==> config.mk <==
export PLATFORM = sky130hd
export DESIGN_NAME = aging_glyph_cache_core
export DESIGN_NICKNAME = d
export VERILOG_FILES = /design/src/sv/agc_pkg.sv /design/src/sv/agc_ctrl.sv /design/src/sv/agc_dp.sv /design/src/sv/aging_glyph_cache_core.sv
export SDC_FILE = /design/constraint.sdc
export NUM_CORES = 2
export LEC_CHECK = 0
export BUFFER_PORTS_ARGS = -buffer_cell sky130_fd_sc_hd__buf_2
export CORE_MARGIN = 5
export CORE_UTILIZATION = 40
export DETAILED_ROUTE_END_ITERATION = 10
export MAX_ROUTING_LAYER = met4
export PLACE_DENSITY = 0.55
export SYNTH_ARGS = -nofsm -noshare
export SYNTH_HDL_FRONTEND = slang
export SYNTH_HIERARCHICAL = 1
export SYNTH_SLANG_ARGS = --single-unit
==> constraint.sdc <==
create_clock -name aclk -period 7.45 [get_ports aclk]
set_input_delay 1.49 -clock aclk [delete_from_list [all_inputs] [get_ports aclk]]
set_output_delay 1.49 -clock aclk [all_outputs]
set_load 0.03 [all_outputs]
==> src/sv/agc_pkg.sv <==
package agc_pkg;

    // Field widths of one word on either side.
    localparam int FONT_W   = 16;
    localparam int CODE_W   = 16;
    localparam int GLYPH_W  = 16;
    localparam int META_W   = 32;
    localparam int SLOT_W   = 4;
    localparam int KIND_W   = 2;
    localparam int S_DATA_W = FONT_W + CODE_W + GLYPH_W + META_W;
    localparam int M_FIELDS_W = 1 + GLYPH_W + META_W + SLOT_W;
    localparam int M_DATA_W = ((M_FIELDS_W + 7) / 8) * 8;

    // Operation carried in s_tuser.
    typedef enum logic [KIND_W-1:0] {
        KIND_CODE   = 2'd0,
        KIND_INDEX  = 2'd1,
        KIND_INSERT = 2'd2,
        KIND_CLEAR  = 2'd3
    } kind_t;

    typedef enum logic [2:0] {
        ST_IDLE,
        ST_EXEC,
        ST_SEARCH,
        ST_WRITE,
        ST_DONE
    } state_t;

    // Commands from the controller to the datapath.
    typedef struct packed {
        logic load;
        logic exec;
        logic search_step;
        logic victim_write;
        logic push;
    } ctrl_cmd_t;

    // Status from the datapath to the controller.
    typedef struct packed {
        logic need_search;
        logic scan_last;
        logic out_busy;
    } dp_status_t;

endpackage

==> src/sv/agc_ctrl.sv <==
module agc_ctrl
    import agc_pkg::*;
(
    input  logic       aclk,
    input  logic       aresetn,
    input  logic       s_tvalid,
    output logic       s_tready,
    input  dp_status_t status,
    output ctrl_cmd_t  cmd
);

    state_t state_reg;
    state_t state_next;

    // State register.
    always_ff @(posedge aclk) begin
        if (!aresetn) begin
            state_reg <= ST_IDLE;
        end else begin
            state_reg <= state_next;
        end
    end

    // Next state and commands.
    always_comb begin
        state_next       = state_reg;
        cmd              = '0;
        s_tready         = 1'b0;
        case (state_reg)
            ST_IDLE: begin
                s_tready = 1'b1;
                if (s_tvalid) begin
                    cmd.load   = 1'b1;
                    state_next = ST_EXEC;
                end
            end
            ST_EXEC: begin
                cmd.exec = 1'b1;
                if (status.need_search) begin
                    state_next = ST_SEARCH;
                end else begin
                    state_next = ST_DONE;
                end
            end
            ST_SEARCH: begin
                cmd.search_step = 1'b1;
                if (status.scan_last) begin
                    state_next = ST_WRITE;
                end
            end
            ST_WRITE: begin
                cmd.victim_write = 1'b1;
                state_next       = ST_DONE;
            end
            ST_DONE: begin
                if (!status.out_busy) begin
                    cmd.push   = 1'b1;
                    state_next = ST_IDLE;
                end
            end
            default: begin
                state_next = ST_IDLE;
            end
        endcase
    end

endmodule

==> src/sv/agc_dp.sv <==
module agc_dp
    import agc_pkg::*;
#(
    parameter int ENTRIES  = 16,
    parameter int AGE_BITS = 32
) (
    input  logic                aclk,
    input  logic                aresetn,
    input  ctrl_cmd_t           cmd,
    output dp_status_t          status,
    input  logic [S_DATA_W-1:0] s_tdata,
    input  logic [KIND_W-1:0]   s_tuser,
    output logic                m_tvalid,
    input  logic                m_tready,
    output logic [M_DATA_W-1:0] m_tdata
);

    localparam int IW = (ENTRIES > 1) ? $clog2(ENTRIES) : 1;
    localparam int FW = $clog2(ENTRIES + 1);
    localparam logic [AGE_BITS-1:0] AGE_TOP = {1'b1, {(AGE_BITS-1){1'b0}}};

    // Latched input word.
    kind_t              kind_reg;
    logic [FONT_W-1:0]  font_reg;
    logic [CODE_W-1:0]  code_reg;
    logic [GLYPH_W-1:0] glyph_reg;
    logic [META_W-1:0]  meta_reg;

    // Entry storage, one compare lane per entry.
    logic [FONT_W-1:0]   ent_font_reg  [ENTRIES];
    logic [CODE_W-1:0]   ent_code_reg  [ENTRIES];
    logic [GLYPH_W-1:0]  ent_glyph_reg [ENTRIES];
    logic [META_W-1:0]   ent_meta_reg  [ENTRIES];
    logic [AGE_BITS-1:0] ent_age_reg   [ENTRIES];
    logic [FW-1:0]       fill_reg;

    // Victim search.
    logic [IW-1:0]       scan_reg;
    logic [IW-1:0]       best_reg;
    logic [AGE_BITS-1:0] best_age_reg;

    // Pending result and output register.
    logic               res_hit_reg;
    logic [GLYPH_W-1:0] res_idx_reg;
    logic [META_W-1:0]  res_meta_reg;
    logic [SLOT_W-1:0]  res_slot_reg;
    logic               out_valid_reg;
    logic               out_hit_reg;
    logic [GLYPH_W-1:0] out_idx_reg;
    logic [META_W-1:0]  out_meta_reg;
    logic [SLOT_W-1:0]  out_slot_reg;

    logic [ENTRIES-1:0] valid;
    logic [ENTRIES-1:0] code_match;
    logic [ENTRIES-1:0] gidx_match;
    logic [IW-1:0]      code_hit_idx;
    logic [IW-1:0]      gidx_hit_idx;
    logic               full;
    logic               wr_en;
    logic [IW-1:0]      wr_addr;
    logic [AGE_BITS-1:0] scan_age;

    assign full = (fill_reg == FW'(ENTRIES));

    // Parallel compare of every entry against the latched key.
    always_comb begin
        for (int i = 0; i < ENTRIES; i++) begin
            valid[i]      = (FW'(i) < fill_reg);
            code_match[i] = valid[i] && (ent_font_reg[i] == font_reg)
                            && (ent_code_reg[i] == code_reg);
            gidx_match[i] = valid[i] && (ent_font_reg[i] == font_reg)
                            && (ent_glyph_reg[i] == glyph_reg);
        end
    end

    // Highest code match and lowest index match.
    always_comb begin
        code_hit_idx = '0;
        gidx_hit_idx = '0;
        for (int i = 0; i < ENTRIES; i++) begin
            if (code_match[i]) begin
                code_hit_idx = IW'(i);
            end
        end
        for (int i = ENTRIES - 1; i >= 0; i--) begin
            if (gidx_match[i]) begin
                gidx_hit_idx = IW'(i);
            end
        end
    end

    // An insert goes to the next free slot, or to the victim once full.
    assign wr_en   = (cmd.exec && kind_reg == KIND_INSERT && !full) || cmd.victim_write;
    assign wr_addr = cmd.victim_write ? best_reg : fill_reg[IW-1:0];
    assign scan_age = ent_age_reg[scan_reg];

    assign status.need_search = (kind_reg == KIND_INSERT) && full;
    assign status.scan_last   = (scan_reg == IW'(ENTRIES - 1));
    assign status.out_busy    = out_valid_reg && !m_tready;

    // Input word capture.
    always_ff @(posedge aclk) begin
        if (cmd.load) begin
            kind_reg  <= kind_t'(s_tuser);
            font_reg  <= s_tdata[FONT_W-1:0];
            code_reg  <= s_tdata[FONT_W+CODE_W-1:FONT_W];
            glyph_reg <= s_tdata[FONT_W+CODE_W+GLYPH_W-1:FONT_W+CODE_W];
            meta_reg  <= s_tdata[S_DATA_W-1:FONT_W+CODE_W+GLYPH_W];
        end
    end

    // Entry updates: aging on a code lookup, field writes on an insert.
    always_ff @(posedge aclk) begin
        for (int i = 0; i < ENTRIES; i++) begin
            if (cmd.exec && kind_reg == KIND_CODE && valid[i]) begin
                ent_age_reg[i] <= (ent_age_reg[i] >> 1) | (code_match[i] ? AGE_TOP : '0);
            end
            if (wr_en && wr_addr == IW'(i)) begin
                ent_font_reg[i]  <= font_reg;
                ent_code_reg[i]  <= code_reg;
                ent_glyph_reg[i] <= glyph_reg;
                ent_meta_reg[i]  <= meta_reg;
                ent_age_reg[i]   <= AGE_TOP;
            end
        end
    end

    // Fill count.
    always_ff @(posedge aclk) begin
        if (!aresetn) begin
            fill_reg <= '0;
        end else if (cmd.exec && kind_reg == KIND_CLEAR) begin
            fill_reg <= '0;
        end else if (cmd.exec && kind_reg == KIND_INSERT && !full) begin
            fill_reg <= fill_reg + FW'(1);
        end
    end

    // Least-age search, one entry per cycle; ties keep the lower slot.
    always_ff @(posedge aclk) begin
        if (cmd.exec) begin
            scan_reg     <= IW'(1);
            best_reg     <= '0;
            best_age_reg <= ent_age_reg[0];
        end else if (cmd.search_step) begin
            scan_reg <= scan_reg + IW'(1);
            if (scan_age < best_age_reg) begin
                best_reg     <= scan_reg;
                best_age_reg <= scan_age;
            end
        end
    end

    // Pending result.
    always_ff @(posedge aclk) begin
        if (cmd.exec) begin
            res_hit_reg  <= 1'b0;
            res_idx_reg  <= '0;
            res_meta_reg <= '0;
            res_slot_reg <= '0;
            case (kind_reg)
                KIND_CODE: begin
                    if (|code_match) begin
                        res_hit_reg  <= 1'b1;
                        res_idx_reg  <= ent_glyph_reg[code_hit_idx];
                        res_slot_reg <= SLOT_W'(code_hit_idx);
                    end
                end
                KIND_INDEX: begin
                    if (|gidx_match) begin
                        res_hit_reg  <= 1'b1;
                        res_meta_reg <= ent_meta_reg[gidx_hit_idx];
                        res_slot_reg <= SLOT_W'(gidx_hit_idx);
                    end
                end
                KIND_INSERT: begin
                    res_slot_reg <= SLOT_W'(fill_reg);
                end
                default: begin
                end
            endcase
        end else if (cmd.victim_write) begin
            res_slot_reg <= SLOT_W'(best_reg);
        end
    end

    // Output register.
    always_ff @(posedge aclk) begin
        if (!aresetn) begin
            out_valid_reg <= 1'b0;
        end else if (cmd.push) begin
            out_valid_reg <= 1'b1;
        end else if (m_tready) begin
            out_valid_reg <= 1'b0;
        end
    end

    always_ff @(posedge aclk) begin
        if (cmd.push) begin
            out_hit_reg  <= res_hit_reg;
            out_idx_reg  <= res_idx_reg;
            out_meta_reg <= res_meta_reg;
            out_slot_reg <= res_slot_reg;
        end
    end

    assign m_tvalid = out_valid_reg;
    assign m_tdata  = {(M_DATA_W - M_FIELDS_W)'(0), out_slot_reg, out_meta_reg,
                       out_idx_reg, out_hit_reg};

    // The fill count never passes the entry count.
    a_fill_range: assert property (@(posedge aclk) disable iff (!aresetn)
        fill_reg <= FW'(ENTRIES))
        else $error("fill count above entry count");

    // A victim is only written when every slot is in use.
    a_victim_full: assert property (@(posedge aclk) disable iff (!aresetn)
        cmd.victim_write |-> full)
        else $error("victim write while cache not full");

    // Lookups leave the fill count alone.
    a_lookup_fill: assert property (@(posedge aclk) disable iff (!aresetn)
        cmd.exec && (kind_reg == KIND_CODE || kind_reg == KIND_INDEX) |=> $stable(fill_reg))
        else $error("lookup changed fill count");

    // An insert into a cache with room grows it by one.
    a_insert_grow: assert property (@(posedge aclk) disable iff (!aresetn)
        cmd.exec && kind_reg == KIND_INSERT && !full |=> fill_reg == $past(fill_reg) + FW'(1))
        else $error("insert did not grow fill count");

    // A pushed result is presented in the next cycle.
    a_push_valid: assert property (@(posedge aclk) disable iff (!aresetn)
        cmd.push |=> out_valid_reg)
        else $error("pushed result not presented");

endmodule

==> src/sv/aging_glyph_cache_core.sv <==
// Channel  Dir  Ports                     Contents
// s_       in   tvalid tready tdata tuser one request word: kind, key and metadata
// m_       out  tvalid tready tdata       one result word per request
//
// A lookup, a clear or an insert with a free slot passes the states EXEC and DONE
// from accept to the next accept. An insert into a full cache scans the ages one
// entry per cycle in SEARCH and then writes the victim in WRITE before DONE.
// Reset (aresetn low at a clock edge) empties the cache and drops any result.
// One request is in work at a time; a new one is taken while the last result
// still waits in the output register, which holds it under m_tready low.
module aging_glyph_cache_core
    import agc_pkg::*;
#(
    parameter int ENTRIES  = 16,
    parameter int AGE_BITS = 32
) (
    input  logic                aclk,
    input  logic                aresetn,
    input  logic                s_tvalid,
    output logic                s_tready,
    input  logic [S_DATA_W-1:0] s_tdata,   // font, code, glyph_index, meta_in
    input  logic [KIND_W-1:0]   s_tuser,   // kind
    output logic                m_tvalid,
    input  logic                m_tready,
    output logic [M_DATA_W-1:0] m_tdata    // hit, index_out, meta_out, slot
);

    ctrl_cmd_t  cmd;
    dp_status_t status;

    agc_ctrl u_ctrl (
        .aclk     (aclk),
        .aresetn  (aresetn),
        .s_tvalid (s_tvalid),
        .s_tready (s_tready),
        .status   (status),
        .cmd      (cmd)
    );

    agc_dp #(
        .ENTRIES  (ENTRIES),
        .AGE_BITS (AGE_BITS)
    ) u_dp (
        .aclk     (aclk),
        .aresetn  (aresetn),
        .cmd      (cmd),
        .status   (status),
        .s_tdata  (s_tdata),
        .s_tuser  (s_tuser),
        .m_tvalid (m_tvalid),
        .m_tready (m_tready),
        .m_tdata  (m_tdata)
    );

endmodule

# [Word level (Yosys, flattened, before mapping)]
# Memory sizes are Yosys's and may differ from the RTL's. A register that Yosys moved wholly into a read port is not among the register bits.
# Index checks and enable logic that the tools add are counted.
[word_totals] ram_bits=1792 output_inout_bits=58 mem_count=5 regBits=189 in_bits=86 wordCells=651
[classes] order_cmp=17 eq_ne=75 reduce_logical=166 bitwise=33 muxes=336 n_addsub=2
[mem_list] name="u_dp.ent_age_reg" words=16 width=32 rd=17 rd_clocked_by_memory_dff=1 write_ports=16 line_no="agc_dp.sv:34" text="logic [AGE_BITS-1:0] ent_age_reg [ENTRIES];"
[mem_list] name="u_dp.ent_meta_reg" words=16 width=32 rd=1 rd_clocked_by_memory_dff=1 write_ports=1 line_no="agc_dp.sv:33" text="logic [META_W-1:0] ent_meta_reg [ENTRIES];"
[mem_list] name="u_dp.ent_code_reg" words=16 width=16 rd=16 rd_clocked_by_memory_dff=0 write_ports=1 line_no="agc_dp.sv:31" text="logic [CODE_W-1:0] ent_code_reg [ENTRIES];"
[mem_list] name="u_dp.ent_font_reg" words=16 width=16 rd=16 rd_clocked_by_memory_dff=0 write_ports=1 line_no="agc_dp.sv:30" text="logic [FONT_W-1:0] ent_font_reg [ENTRIES];"
[mem_list] name="u_dp.ent_glyph_reg" words=16 width=16 rd=17 rd_clocked_by_memory_dff=1 write_ports=1 line_no="agc_dp.sv:32" text="logic [GLYPH_W-1:0] ent_glyph_reg [ENTRIES];"
[op_table] operator="$mux 32" n=50
[op_table] operator="$eq 16x16->1" n=48
[op_table] operator="$reduce_or 16->1" n=47
[op_table] operator="$mux 16" n=45
[op_table] operator="$or 31x32->32" n=16
[op_table] operator="$reduce_or 32->1" n=15
[op_table] operator="$mux 4" n=97
[op_table] operator="$mux 1" n=137
[op_table] operator="$logic_and 1x1->1" n=86
[op_table] operator="$lt 4x5->1 const A" n=8
[op_table] operator="$eq 4x4->1 const B" n=9
[op_table] operator="$lt 32x32->1" n=1
[op_table] operator="$lt 3x5->1 const A" n=4
[op_table] operator="$eq 4x3->1 const B" n=4
[op_table] operator="$or 1x1->1" n=16
[op_table] operator="$pmux 3 s5" n=1
[op_table] operator="$mux 3" n=4
[op_table] operator="$pmux 4 s3" n=1
[op_table] operator="$lt 1x5->1 const A" n=2
[op_table] operator="$lt 2x5->1 const A" n=2
[op_table] operator="$eq 4x2->1 const B" n=2
[op_table] operator="$reduce_and 2->1" n=4
[op_table] operator="$reduce_bool 2->1" n=4
[op_table] operator="$eq 3x2->1 const B" n=2
[op_table] operator="other kinds (18)" n=24

# [Logic depth before layout (Yosys ltp)]
[depth] depth_word=24 ltp_mapped=17 ltp_nobuf=14

# [Modules after synthesis]
# The synthesis kept the hierarchy.
[by_module_without_submodules] mod="agc_dp" instances=1 seq_area_each_um2=60458.0 cells_each=5356 area_each_um2=87026.0
[by_module_without_submodules] mod="agc_ctrl" instances=1 seq_area_each_um2=60.1 cells_each=29 area_each_um2=226.5

# [Worst setup path after synthesis]
# No wires, ideal clock.
[synth_timing] path_kind="reg-to-reg" startpoint="register u_ctrl.state_reg[2]" endpoint="memory u_dp.ent_code_reg[8][0], in the netlist u_dp/ent_code_reg[1][0], enable pin" required_time_ps=6974 setup_slack_ps=730 stages_incl_launch_ff=10 arrival_time_ps=6244 setup_time_ps=476 cell_sequence="dfxtp_1 buf_2 or2b_1 nor2_1 clkbuf_1 nand3_1 nor3_1 a21oi_1 nor2_1 clkbuf_1"
[synth_rtl] item="start, declared" line_no="agc_ctrl.sv:12" text="state_t state_reg;"
[synth_rtl] item="start signal, assigned" line_no="agc_ctrl.sv:20" text="state_reg <= state_next;"
[synth_rtl] item="end, declared" line_no="agc_dp.sv:31"

==> impl_metrics.csv <==
group,metric,value,unit
route,via_count,47300,
route,wl,234000,µm
die,core-area,217000,µm²
critical_path,required,7860,ps
logic_synthesis,synth_cell_types,85,
final_layout,layoutNonFillerInstCount,8658,
timing,fin_crit_sh,0.760,
min_path,min_path_cells,0,
timing,hold_ws,415,ps
final_layout,multi_input_comb_area,25400,µm²
logic_synthesis,syn_inst,5385,
cts,ctsResizeCount,0,
route,antenna_left,0,
cts,path_clk_slew,60,ps
placement,port_buffers,140,
cts,cts-root-buf,"clkbuf_16",
pwr,power_density,247,nW/µm²
die,ios,144,
logic_synthesis,synth_seq_area_share,0.694,
timing,finalSetupTns,0,ps
route,drtIter0Drc,4513,
final_layout,final_cell_mix,"1980 x edfxtp_1, 421 x xnor2_1, 357 x xor2_1",
placement,placed_cell_area,92000,µm²
timing,slew_violations,0,
final_layout,final_cell_area,98700,µm²
cts,cts_hold_buffers,0,
global_routing,antenna_found_initial,10,
logic_synthesis,synth_warnings,6,
final_layout,fillers,18900,
die,die_width,477,µm
route,wire_per_inst,27.0,µm
final_layout,layout_commonest_cell,"edfxtp_1",
route,drcViolationCount,0,
timing,setup_viol,0,
logic_synthesis,netlist_area,87300,µm²
placement,place_congestion,0.864,
global_routing,grt_pass1_vias,47900,
critical_path,start_kind,"register",
die,die_y,477,µm
flow_run,cap_violations,0,
pwr,ir_worst_vdd,0.000232,V
logic_synthesis,async_reset_ff_frac,0,
logic_synthesis,synthFlopType,"edfxtp_1",
final_layout,area_growth,13.1,%
die,dieArea,228000,µm²
final_layout,register_area,60500,µm²
final_layout,drive_above_1_share,0.170,
route,drtPass1Iterations,7,
pwr,p_leak,32.8,nW
critical_path,crit_type,"reg2reg",
placement,place_ws,1770,ps
logic_synthesis,synth_edf_count,1980,
cts,cts.sinks,2033,
timing,timing.final.crit_period,5660,ps
cts,ctsLongestPathBuffers,3,
critical_path,arrival,6070,ps
cts,clk_latency,870,ps
timing,max_clock_freq,0.177,GHz
min_path,holdCritPathClass,"reg2reg",
timing,hold_violations,0,
timing,finClkSkew,87.2,ps
die,std_cell_rows,171,
global_routing,grt_max_degree,67,
logic_synthesis,synth_area_per_cell,16.2,µm²
die,start_util,0.402,
cts,cts_tree,"done",
timing,worst_slack,1790,ps
placement,dp_cells,8268,
timing,worst_pin_slew,1170,ps
route,drt-vias-per-instance,5.46,
critical_path,endpoint_kind,"register",
min_path,hp-start,"u_dp/res_meta_reg[20]",
critical_path,critPathMaxFanout,54,
outcome,outcome,"completed",
timing,maxSlewHeadroom,0.210,
global_routing,grt_pass1_wl,339000,µm
cts,htreeDepth,4,
placement,dp_hpwl,142000,µm
global_routing,overflow,0,
timing,rsz0062_at_grt,"no",
critical_path,reg2reg_depth,13,
cts,post_cts_buffers,0,
global_routing,grtUsageTotal,0.207,
final_layout,nets,5747,
logic_synthesis,ys_ff_latch,2033,
cts,cts_buffers,211,
-- area by class of cell --
cell class,count,share of cell area
multi-input combinational,2985,0.257
clock buffer,279,0.0571
clock inverter,110,0.0109
antenna,1,0.0000254
inverter,70,0.00294
sequential,2033,0.613
timing repair buffer,326,0.0228
tap,2854,0.0362
-- path summary, 6_finish.rpt --
path                                              end  slack (ps)
worst min-delay path            u_dp/out_meta_reg[20]         420
worst min register to register  u_dp/out_meta_reg[20]         420
worst max-delay path            u_dp/best_age_reg[28]        1790
worst max register to register  u_dp/best_age_reg[28]        1790
-- kinds of logic after synthesis --
kind of cell,Yosys count,share of synthesized area
compound gates,385,0.0349
xor+xnor,778,0.0781
fa+ha+maj,34,0.00488
buf+inv,369,0.0192
flops,2033,0.694
mux,586,0.0915
other cells,1,0.0000430
simple gates,1199,0.0777
-- where the power goes --
| part | switching (mW) | internal (mW) | leakage, nW | total, mW |
|---|---|---|---|---|
| combinational | 0.774 | 0.377 | 11.5 | 1.15 |
| sequential | 0.204 | 12.8 | 18.0 | 13.0 |
| clock | 4.48 | 5.75 | 3.27 | 10.2 |
-- synthesized netlist by cell type (42+ instances only) --
cell      instances  area (µm²)
a21oi_1         103         515
and2_1          345        2160
buf_2           103         515
clkbuf_1        145         544
dfxtp_1          53        1060
edfxtp_1       1980       59500
inv_1            69         259
mux2_2           93        1050
mux2i_1         333        3330
mux4_2          160        3600
nand2_1         202         758
nand4_1         150         938
nor2_1           90         338
nor2b_1         137         857
nor3_1           42         210
nor4_1          114         713
xnor2_1         421        3690
xor2_1          357        3130
-- critical path: stages, from the launching register on --
cell      delay [ps]
dfxtp_4          970
buf_4            450
mux4_2           380
mux4_2           480
ha_1             310
a21o_1           170
a21o_1           170
a21o_1           170
a21oi_1          150
nor2b_1           60
o21ai_0          280
nand4b_1         150
a221oi_2         600
or2_2            900
-- metrics by stage --
step,util,total power [mW]
2_1_floorplan,-,13.9
3_3_place_gp,0.424,14.4
3_5_place_dp,0.424,14.4
4_1_cts,0.454,24.6
5_1_grt,0.455,25.2
6_report,0.455,24.4
-- layer usage --
layer,share of wire,track usage,up-vias
met5,0,-,-
met3,0.055,0.0292,326
met1,0.44,0.282,24600
met2,0.48,0.329,1415
li1,-,-,21000
met4,0.025,0.0521,0
Note: power is estimated with default switching activity, not from simulation.
